$ cat config.mk
export PLATFORM = sky130hd
export DESIGN_NAME = tilt_lock_motor_sequencer_core_flat
export DESIGN_NICKNAME = d
export VERILOG_FILES = /design/src/sv/tlms_pkg.sv /design/src/sv/tlms_in_if.sv /design/src/sv/tlms_out_if.sv /design/src/sv/tlms_cfg_if.sv /design/src/sv/tlms_decide.sv /design/src/sv/tilt_lock_motor_sequencer_core.sv /design/src/flat_wrapper.sv
export SDC_FILE = /design/constraint.sdc
export NUM_CORES = 1
export LEC_CHECK = 0
export BUFFER_PORTS_ARGS = -buffer_cell sky130_fd_sc_hd__buf_2
export CAP_MARGIN = 20
export CORE_MARGIN = 2
export CORE_UTILIZATION = 30
export DETAILED_ROUTE_END_ITERATION = 7
export PLACE_DENSITY_LB_ADDON = 0.2
export SLEW_MARGIN = 20
export SYNTH_ARGS = -nofsm -noshare
export SYNTH_HDL_FRONTEND = slang
export SYNTH_SLANG_ARGS = --single-unit
$ cat constraint.sdc
create_clock -name clk_i -period 4.4 [get_ports clk_i]
set_input_delay 1.32 -clock clk_i [delete_from_list [all_inputs] [get_ports clk_i]]
set_output_delay 1.32 -clock clk_i [all_outputs]
set_load 0.01 [all_outputs]
$ cat src/sv/tlms_pkg.sv
package tlms_pkg;

  // operation codes of an input item
  typedef enum logic [1:0] {
    OP_COMMAND  = 2'd0,
    OP_EDGE     = 2'd1,
    OP_TIMEOUT  = 2'd2,
    OP_ABNORMAL = 2'd3
  } op_e;

  // command codes
  typedef enum logic {
    CMD_RAISE = 1'b0,
    CMD_LOWER = 1'b1
  } cmd_e;

  // decoded barrier position
  typedef enum logic [1:0] {
    POS_DOWN    = 2'd0,
    POS_FWD     = 2'd1,
    POS_UPRIGHT = 2'd2,
    POS_BACK    = 2'd3
  } pos_e;

  // motion in progress
  typedef enum logic [1:0] {
    ACT_IDLE      = 2'd0,
    ACT_RAISE     = 2'd1,
    ACT_LOWER     = 2'd2,
    ACT_LOWER_INT = 2'd3
  } action_e;

  // reply codes
  typedef enum logic [2:0] {
    RPL_RUNNING = 3'd0,
    RPL_OK      = 3'd1,
    RPL_NOTHING = 3'd2,
    RPL_US_ERR  = 3'd3,
    RPL_BLOCKED = 3'd4,
    RPL_NONE    = 3'd5
  } reply_e;

  // drive level codes, bit 0 forward, bit 1 backward
  localparam logic [1:0] DRV_OFF      = 2'b00;
  localparam logic [1:0] DRV_FORWARD  = 2'b01;
  localparam logic [1:0] DRV_BACKWARD = 2'b10;

  // timeout lengths
  localparam logic [3:0] TICKS_SHORT = 4'd4;
  localparam logic [3:0] TICKS_MID   = 4'd6;
  localparam logic [3:0] TICKS_LONG  = 4'd8;

  // notify code of a successful action
  localparam logic [2:0] NCODE_OK = 3'd0;

  typedef struct packed {
    logic [1:0]  operation;
    logic        command;
    logic        sensor_up;
    logic        sensor_down;
    logic        recheck_up;
    logic        recheck_down;
    logic        edge_on_sensor_pin;
    logic [15:0] distance_cm;
    logic        distance_fault;
    logic        skip_check;
    logic        lock_busy;
  } in_item_t;

  typedef struct packed {
    logic [2:0] reply_code;
    logic       drive_forward;
    logic       drive_backward;
    logic       timer_start;
    logic [3:0] timer_ticks;
    logic       notify;
    logic [2:0] notify_code;
    logic       still_in_progress;
    logic       abnormal;
    logic [1:0] position;
  } out_item_t;

  // sequencer state carried between items
  typedef struct packed {
    action_e    action;
    pos_e       rec_pos;
    pos_e       stop_pos;
    logic [1:0] drive;
  } seq_state_t;

  // sensor levels to position
  function automatic pos_e decode_pos(input logic up, input logic down);
    pos_e p;
    if (up) begin
      p = down ? POS_FWD : POS_DOWN;
    end else begin
      p = down ? POS_UPRIGHT : POS_BACK;
    end
    return p;
  endfunction

endpackage

$ cat src/sv/tlms_in_if.sv
interface tlms_in_if;
  import tlms_pkg::*;
  logic     valid;
  logic     ready;
  in_item_t item;

  modport source (output valid, output item, input ready);
  modport sink (input valid, input item, output ready);
endinterface

$ cat src/sv/tlms_out_if.sv
interface tlms_out_if;
  import tlms_pkg::*;
  logic      valid;
  logic      ready;
  out_item_t item;

  modport source (output valid, output item, input ready);
  modport sink (input valid, input item, output ready);
endinterface

$ cat src/sv/tlms_cfg_if.sv
interface tlms_cfg_if;
  logic       valid;
  logic       ready;
  logic [7:0] data;

  modport source (output valid, output data, input ready);
  modport sink (input valid, input data, output ready);
endinterface

$ cat src/sv/tlms_decide.sv
module tlms_decide
  import tlms_pkg::*;
(
  input  in_item_t   item_i,
  input  seq_state_t state_i,
  input  logic [7:0] safe_dist_i,
  output seq_state_t state_o,
  output out_item_t  result_o
);

  pos_e       pos;
  pos_e       recheck;
  logic       too_close;
  logic [2:0] reply;
  logic       tstart;
  logic [3:0] ticks;
  logic       notify;
  logic [2:0] ncode;
  logic       still;
  logic       abn;

  assign pos       = decode_pos(item_i.sensor_up, item_i.sensor_down);
  assign recheck   = decode_pos(item_i.recheck_up, item_i.recheck_down);
  assign too_close = item_i.distance_cm < {8'd0, safe_dist_i};

  // per-operation decision and next state
  always_comb begin
    state_o = state_i;
    reply   = RPL_NONE;
    tstart  = 1'b0;
    ticks   = 4'd0;
    notify  = 1'b0;
    ncode   = NCODE_OK;
    still   = 1'b0;
    abn     = 1'b0;
    unique case (op_e'(item_i.operation))
      OP_COMMAND: begin
        if (state_i.action != ACT_IDLE) begin
          reply = RPL_RUNNING;
        end else begin
          state_o.rec_pos = pos;
          reply = RPL_OK;
          if (cmd_e'(item_i.command) == CMD_RAISE) begin
            if (pos == POS_DOWN || pos == POS_FWD) begin
              state_o.stop_pos = POS_BACK;
            end else if (pos == POS_BACK) begin
              state_o.stop_pos = POS_FWD;
            end
            if (pos == POS_FWD) begin
              state_o.action = ACT_LOWER_INT;
              state_o.drive  = DRV_BACKWARD;
              tstart = 1'b1;
              ticks  = TICKS_SHORT;
            end else if (pos != POS_UPRIGHT && item_i.distance_fault) begin
              reply = RPL_US_ERR;
            end else if (pos != POS_UPRIGHT && too_close) begin
              reply = RPL_BLOCKED;
            end else if (pos == POS_BACK) begin
              state_o.action = ACT_RAISE;
              state_o.drive  = DRV_BACKWARD;
              tstart = 1'b1;
              ticks  = TICKS_LONG;
            end else if (pos == POS_DOWN) begin
              state_o.action = ACT_RAISE;
              state_o.drive  = DRV_FORWARD;
              tstart = 1'b1;
              ticks  = TICKS_MID;
            end else begin
              notify = 1'b1;
              reply  = RPL_NOTHING;
            end
          end else begin
            if (pos != POS_DOWN) begin
              state_o.action = ACT_LOWER;
              state_o.drive  = DRV_BACKWARD;
              tstart = 1'b1;
              ticks  = (pos == POS_BACK) ? TICKS_LONG : TICKS_MID;
            end else begin
              notify = 1'b1;
              reply  = RPL_NOTHING;
            end
          end
        end
      end
      OP_EDGE: begin
        if (state_i.action != ACT_IDLE && item_i.edge_on_sensor_pin) begin
          if (state_i.action == ACT_RAISE) begin
            if (pos == POS_UPRIGHT || pos == state_i.stop_pos) begin
              state_o.drive   = DRV_OFF;
              state_o.rec_pos = POS_UPRIGHT;
              state_o.action  = ACT_IDLE;
              notify = 1'b1;
            end
          end else if (pos == POS_DOWN && recheck == POS_DOWN) begin
            state_o.drive   = DRV_OFF;
            state_o.rec_pos = POS_DOWN;
            state_o.action  = ACT_IDLE;
            notify = 1'b1;
            still  = (state_i.action == ACT_LOWER_INT);
          end
        end
      end
      OP_TIMEOUT: begin
        if (state_i.action != ACT_IDLE) begin
          state_o.drive   = DRV_OFF;
          state_o.rec_pos = pos;
          state_o.action  = ACT_IDLE;
          notify = 1'b1;
          ncode  = 3'd1 + {1'b0, pos};
          still  = (state_i.action == ACT_LOWER_INT) && (pos == POS_DOWN);
        end
      end
      OP_ABNORMAL: begin
        if (!item_i.skip_check && !item_i.lock_busy && pos != state_i.rec_pos) begin
          state_o.rec_pos = pos;
          abn = 1'b1;
        end
      end
      default: begin
        reply = RPL_NONE;
      end
    endcase
  end

  // result item
  always_comb begin
    result_o.reply_code        = reply;
    result_o.drive_forward     = state_o.drive[0];
    result_o.drive_backward    = state_o.drive[1];
    result_o.timer_start       = tstart;
    result_o.timer_ticks       = ticks;
    result_o.notify            = notify;
    result_o.notify_code       = ncode;
    result_o.still_in_progress = still;
    result_o.abnormal          = abn;
    result_o.position          = pos;
  end

endmodule

$ cat src/sv/tilt_lock_motor_sequencer_core.sv
// channel   direction  contents
// in_i      sink       one event item: operation, sensor levels, distance, flags
// out_o     source     one result item per event: reply, drive, timer, notice
// cfg_i     sink       safe_distance_cm write data, always ready
//
// an item waits in the input register and is decided on the way into the result
// register, from which its result leaves; one item per cycle sustained while
// out_o is ready; the only loop is the state register update
// reset clears the state to idle, position down, drive off, safe distance 0
// a stalled result holds in the output register while one more item waits in
// the input register; input ready drops only when both are full
module tilt_lock_motor_sequencer_core
  import tlms_pkg::*;
(
  input  logic       clk_i,
  input  logic       rst_ni,
  tlms_in_if.sink    in_i,
  tlms_out_if.source out_o,
  tlms_cfg_if.sink   cfg_i
);

  logic       in_v_q;
  in_item_t   in_q;
  logic       out_v_q;
  logic       out_v_d;
  out_item_t  out_q;
  seq_state_t state_q;
  seq_state_t state_d;
  out_item_t  result;
  logic [7:0] safe_q;
  logic       adv;

  // item moves from input register to result register
  assign adv         = in_v_q && (!out_v_q || out_o.ready);
  assign in_i.ready  = !in_v_q || adv;
  assign cfg_i.ready = 1'b1;
  assign out_o.valid = out_v_q;
  assign out_o.item  = out_q;

  // configuration register
  always_ff @(posedge clk_i or negedge rst_ni) begin
    if (!rst_ni) begin
      safe_q <= 8'd0;
    end else if (cfg_i.valid) begin
      safe_q <= cfg_i.data;
    end
  end

  // input register
  always_ff @(posedge clk_i or negedge rst_ni) begin
    if (!rst_ni) begin
      in_v_q <= 1'b0;
    end else if (in_i.ready) begin
      in_v_q <= in_i.valid;
    end
  end

  always_ff @(posedge clk_i) begin
    if (in_i.valid && in_i.ready) begin
      in_q <= in_i.item;
    end
  end

  // decision logic
  tlms_decide u_decide (
    .item_i      (in_q),
    .state_i     (state_q),
    .safe_dist_i (safe_q),
    .state_o     (state_d),
    .result_o    (result)
  );

  // sequencer state
  always_ff @(posedge clk_i or negedge rst_ni) begin
    if (!rst_ni) begin
      state_q <= '{action: ACT_IDLE, rec_pos: POS_DOWN, stop_pos: POS_DOWN, drive: DRV_OFF};
    end else if (adv) begin
      state_q <= state_d;
    end
  end

  // result register
  always_comb begin
    if (adv) begin
      out_v_d = 1'b1;
    end else if (out_o.ready) begin
      out_v_d = 1'b0;
    end else begin
      out_v_d = out_v_q;
    end
  end

  always_ff @(posedge clk_i or negedge rst_ni) begin
    if (!rst_ni) begin
      out_v_q <= 1'b0;
    end else begin
      out_v_q <= out_v_d;
    end
  end

  always_ff @(posedge clk_i) begin
    if (adv) begin
      out_q <= result;
    end
  end

`ifndef SYNTHESIS
  // motor never driven both ways
  a_drive_exclusive: assert property (@(posedge clk_i) disable iff (!rst_ni)
    state_q.drive != 2'b11)
    else $error("both drive lines on");

  // drive is on exactly while a motion is active
  a_idle_drive_off: assert property (@(posedge clk_i) disable iff (!rst_ni)
    (state_q.action == ACT_IDLE) == (state_q.drive == DRV_OFF))
    else $error("drive level and action disagree");

  // a started timeout always comes with a driven motor
  a_timer_drive: assert property (@(posedge clk_i) disable iff (!rst_ni)
    (out_v_q && out_q.timer_start) |-> (out_q.drive_forward || out_q.drive_backward))
    else $error("timer started with motor off");

  // an item leaving the input register lands in the result register
  a_advance_loads: assert property (@(posedge clk_i) disable iff (!rst_ni)
    adv |=> out_v_q)
    else $error("result register missed an item");
`endif

endmodule
$ cat src/flat_wrapper.sv
// flat-port wrapper written by rule: the top's interface ports become plain ports
module tilt_lock_motor_sequencer_core_flat import tlms_pkg::*;
  (clk_i, rst_ni, in_i_valid, in_i_item, in_i_ready, out_o_valid, out_o_item, out_o_ready, cfg_i_valid, cfg_i_data, cfg_i_ready);
  tlms_in_if in_i_i ();
  tlms_out_if out_o_i ();
  tlms_cfg_if cfg_i_i ();
  input  logic clk_i;
  input  logic rst_ni;
  input wire logic [$bits(in_i_i.valid)-1:0] in_i_valid;
  input wire logic [$bits(in_i_i.item)-1:0] in_i_item;
  output wire logic [$bits(in_i_i.ready)-1:0] in_i_ready;
  output wire logic [$bits(out_o_i.valid)-1:0] out_o_valid;
  output wire logic [$bits(out_o_i.item)-1:0] out_o_item;
  input wire logic [$bits(out_o_i.ready)-1:0] out_o_ready;
  input wire logic [$bits(cfg_i_i.valid)-1:0] cfg_i_valid;
  input wire logic [$bits(cfg_i_i.data)-1:0] cfg_i_data;
  output wire logic [$bits(cfg_i_i.ready)-1:0] cfg_i_ready;
  assign in_i_i.valid = in_i_valid;
  assign in_i_i.item = in_i_item;
  assign in_i_ready = in_i_i.ready;
  assign out_o_valid = out_o_i.valid;
  assign out_o_item = out_o_i.item;
  assign out_o_i.ready = out_o_ready;
  assign cfg_i_i.valid = cfg_i_valid;
  assign cfg_i_i.data = cfg_i_data;
  assign cfg_i_ready = cfg_i_i.ready;
  tilt_lock_motor_sequencer_core u_core (.clk_i(clk_i), .rst_ni(rst_ni), .in_i(in_i_i), .out_o(out_o_i), .cfg_i(cfg_i_i));
endmodule
[Yosys cells after proc, flatten, opt, wreduce, memory -nomap -nowiden]
Index checks and enable logic that the tools add are counted.
Storage, ports and cells
  output and inout port bits: 21
  bits in registers: 63
Operators by class
  muxes and demuxes: 83
  equal/unequal tests: 21
  add/subtract/negate cells: 1
  reductions and logical operators: 30
  bitwise gates (word level): 3
  $lt $le $gt $ge: 1
Operators with widths (count)
  2-bit 2-to-1 mux: 28
  4-bit 2-to-1 mux: 12
  1-bit 2-to-1 mux: 31
  3-bit 2-to-1 mux: 6
  16-bit by 8-bit less-than comparator with 1-bit output: 1
  2-bit case mux with 3 select lines: 2
  11-bit AND reduction: 1
  2-bit equality test, second input constant: 5
  2-bit != test, second input constant: 5
  1-bit logical AND: 9
  3-bit != test, second input constant: 3
  8-bit 2-to-1 mux: 1
  4-bit by 3-bit != test with 1-bit output, second input constant: 2
  2-bit case mux with 4 select lines: 1
  2-bit nonzero test: 4
  7-bit AND reduction: 1
  2-bit by 1-bit equality test with 1-bit output, second input constant: 3
  2-bit zero test: 3
  5-bit by 4-bit != test with 1-bit output, second input constant: 1
  5-bit AND reduction: 1
  1-bit zero test: 4
  1-bit logical OR: 4
  1-bit by 2-bit adder with 3-bit output, first input constant: 1
  1-bit NOT: 3
  7 further kinds: 7

[Depth between registers and ports, before layout]
  word-level depth: 11
  gate-level depth with buffers: 8
  depth with buffers taken out: 7

[Hierarchy]
Synthesis repeated with hierarchy kept, for this count alone.
Unflattened totals
  cells, all modules: 259
  area total of the unflattened synthesis: 3126.7 µm²
Modules (own cells, without submodules)
  tilt_lock_motor_sequencer_core: area each 2084.5 µm², cells each 89, times used 1
  tlms_decide: area each 1042.2 µm², cells each 170, times used 1

[Worst setup path after synthesis]
No wires, ideal clock.
  path kind: input to output
  start point: in out_o_ready
  end point: out in_i_ready
  cell stages on the path: 1
  setup slack: 1.551 ns
  arrival: 1.529 ns
  cell sequence: nand3b_1
Between the ends
  cells in the longest elaborated chain, start to end: 3
Ends and longest elaborated chain
  start, declared: line flat_wrapper.sv:14  | input wire logic [$bits(out_o_i.ready)-1:0] out_o_ready;
  1-bit logical OR: line tilt_lock_motor_sequencer_core.sv:34  | assign adv = in_v_q && (!out_v_q || out_o.ready);
  1-bit logical AND: line tilt_lock_motor_sequencer_core.sv:34
  1-bit logical OR: line tilt_lock_motor_sequencer_core.sv:35  | assign in_i.ready = !in_v_q || adv;
  end, declared: line flat_wrapper.sv:11  | output wire logic [$bits(in_i_i.ready)-1:0] in_i_ready;
No other way between the ends.

[Worst setup path after layout]
Ends and elaborated chain as after synthesis.

==> summary.txt <==
Status
  • Status: completed

Worst setup path
  • Worst path slowest cell: nand3b_1
  • Worst path most repeated cell: buf_2
  • CP cell instances: buf_2 -> nand3b_1 -> buf_2
  • Req. time, crit path: 3080 ps
  • R2r startpoint: u_core.in_q[22]
  • Crit end category: output port
  • CP Data Arrival Time: 1750 ps
  • Setup CP Type: input port to output port
  • Startpoint types: input port
  • CP Max Fanout: 3
  • Worst path max stage delay: 170 ps
  • Crit. Startpoint: out_o_ready
  • Top delay family on crit path: buffers and inverters
  • Worst path bufs/invs: 2

Yosys
  • Yosys cell types: 56
  • Post-synth EDFFs: 44
  • Sequential fraction of the synthesis area: 58.5%
  • Number of synthesis warnings: 0
  • Post-synthesis mux area share: 2.52%
  • Post-synth ARST share: 29.0%
  • Post-synth top area share: 43.7%
  • Dominant cells by area after synthesis: edfxtp_1 44%, dfrtp_1 15%, ha_1 7.0%, nand2_1 2.6%, nor2_1 2.5%
  • Mapped Avg Cell Area: 11.9 um^2
  • FF+latch count, synth: 62
  • Simple-gate share of the synthesized area: 15.0%
  • Post-Synth Adder-Cell Area: 7.03%
  • Xor/xnor share of the synthesized area: 1.16%
  • Post-synthesis compound-gate area fraction: 11.2%
  • Post-synthesis net count: 312
  • Post-synth top area cell: edfxtp_1
  • Syn Std Cell Area: 0.00303 mm^2
  • Dominant synthesized flop cell: edfxtp_1
  • Synth Instances: 255
  • Combinational family with the most area after synthesis: simple AND/OR/NAND/NOR gates

Global route
  • Initial antenna violation count: 0
  • First-pass GRT wire length: 10700 um
  • GRT Total Usage: 12.7%
  • Vias in the first global route: 2172
  • Pin count of the biggest net entering global routing: 28
  • GR Overflow Total: 0

CTS
  • CTS tree: built
  • Skew-Pair Late Insertion Delay: 350 ps
  • Post-cts hold buffer count: 0
  • Clk buf depth: 2
  • CTS root buf: clkbuf_8
  • CTS Buf Count: 9
  • Reg clk slew, reported paths: 80 ps
  • Setup Fix Bufs, Post-CTS: 0
  • Cts repair resizes: 0
  • CTS H-tree lvls: 3
  • Clock tree sinks: 62

Placement
  • Hpwl dp: 4560 um
  • Port bufs: 58
  • Dpl ws: 1330 ps
  • DP Area: 0.00343 mm^2
  • Final GP Congestion: 0.774

Power and ir drop
  • Leakage power: 0.00153 uW
  • Final Power: 1600 uW
  • Max VDD drop: 0.185 mV
  • Power per cell area: 437 mW/mm^2

Routing
  • Post-route ant nets: 0
  • Post-Route WL: 6260 um
  • Initial drt markers: 82
  • WL per Instance: 13.9 um
  • Drt first pass iters: 4
  • DRC Markers: 0
  • Vias: 2096
  • Vias per cell: 4.65

STA
  • Post-route setup slack: 1330 ps
  • Clk_skew: 8.85 ps
  • Final setup vio count: 0
  • RSZ-0062 raised after global routing: false
  • Total negative slack: 0 ps
  • Hold Vio Cnt, Final: 0
  • Max Clk Rate: 326 MHz
  • Final period util: 69.7%
  • Final Max Tran Viols: 0
  • Slew HR: 53.0%
  • Minimum clock period: 3070 ps
  • Hold Slack: 490 ps
  • Least-Margin Pin Slew: 705 ps

Final layout
  • Final nets: 370
  • # fillers: 995
  • Area grow syn2layout: 20.7%
  • Share of layout cells above drive strength 1: 26.1%
  • Most frequent cells in the layout: 58 x buf_2, 44 x edfxtp_1, 21 x nand2_1, 20 x nor2_1
  • Antenna Cells: 0
  • Final Cell Area: 0.00365 mm^2
  • Most common cell after layout, fill and taps aside: buf_2

Die
  • Initial core utilization: 31.0%
  • Io pins: 61
  • DIE HEIGHT: 104 um
  • Die X: 104 um
  • Cell Rows: 36
  • Total core area: 0.00977 mm^2
  • DIE AREA: 0.0109 mm^2

Worst hold path
  • Min-delay src: u_core.in_v_q
  • Class of the tightest hold or removal check: flop to flop

Run
  • Max-Cap Viols: 0
==> registers in the layout (all words and copies together), names as in the netlist <==
register and flops:
u_core.out_o.item 17, u_core.in_v_q 1, u_core.in_q 27, u_core.safe_q 8, u_core.state_q 8, u_core.out_o.valid 1
==> cell usage after synthesis, types with 5 or more instances <==
cell and number:
o21ai_0 15, edfxtp_1 44, nand2b_1 6, dfrtp_1 18, ha_1 17, clkbuf_1 8, a21oi_1 7, a31oi_1 5
inv_1 18, nand2_1 21, nor3_1 5, nor2_1 20
==> logic make-up after synthesis <==
family | Yosys count
AO/OA/AOI/OAI | 49
XOR/XNOR | 4
adder cells (fa/ha/maj) | 17
buffers and inverters | 30
flip-flops | 62
multiplexers | 7
other | 2
AND/OR/NAND/NOR | 84
==> final timing paths <==
path	endpoint	slack (ps)	depth (start not counted)
setup / recovery	in_i_ready	1330	3
hold / removal	u_core.out_o.valid	490	1
setup reg to reg	u_core.state_q[7]	1630	7
hold reg to reg	u_core.out_o.valid	490	1
max in group asynchronous	u_core.state_q[4]	3170	1
min in group asynchronous	u_core.safe_q[4]	910	1
==> area by class of cell <==
type                    instances  area [um^2]  area share, %
repair buffers                 59          298           8.15
multi-input cells             163         1130           30.8
well taps                     133          166           4.56
clock inverters                 7         98.8           2.71
clock buffers                   9          124           3.39
inverters                      18         67.6           1.85
flip-flops and latches         62         1770           48.5
==> through the flow <==
step	instances	util [%]
global route	451	37.4
global placement	435	35.1
detailed placement	435	35.1
CTS	451	37.4
floorplan	255	-
finish	451	37.4
==> power by group <==
group	leakage [uW]	internal (uW)	total (uW)	switching, uW
Combinational	0.000776	122	286	164
Clock	0.000109	320	563	243
Sequential	0.000645	704	748	44.7
==> routing by layer <==
metal  wire, um  vias to the layer above  GRT usage [%]
met5          0                        -              0
met4        136                        0           6.95
met3        290                       12           3.26
met2       2900                       52           19.5
met1       2930                      991           16.2
li1           -                     1041              -
(Power assumes the default switching activity.)
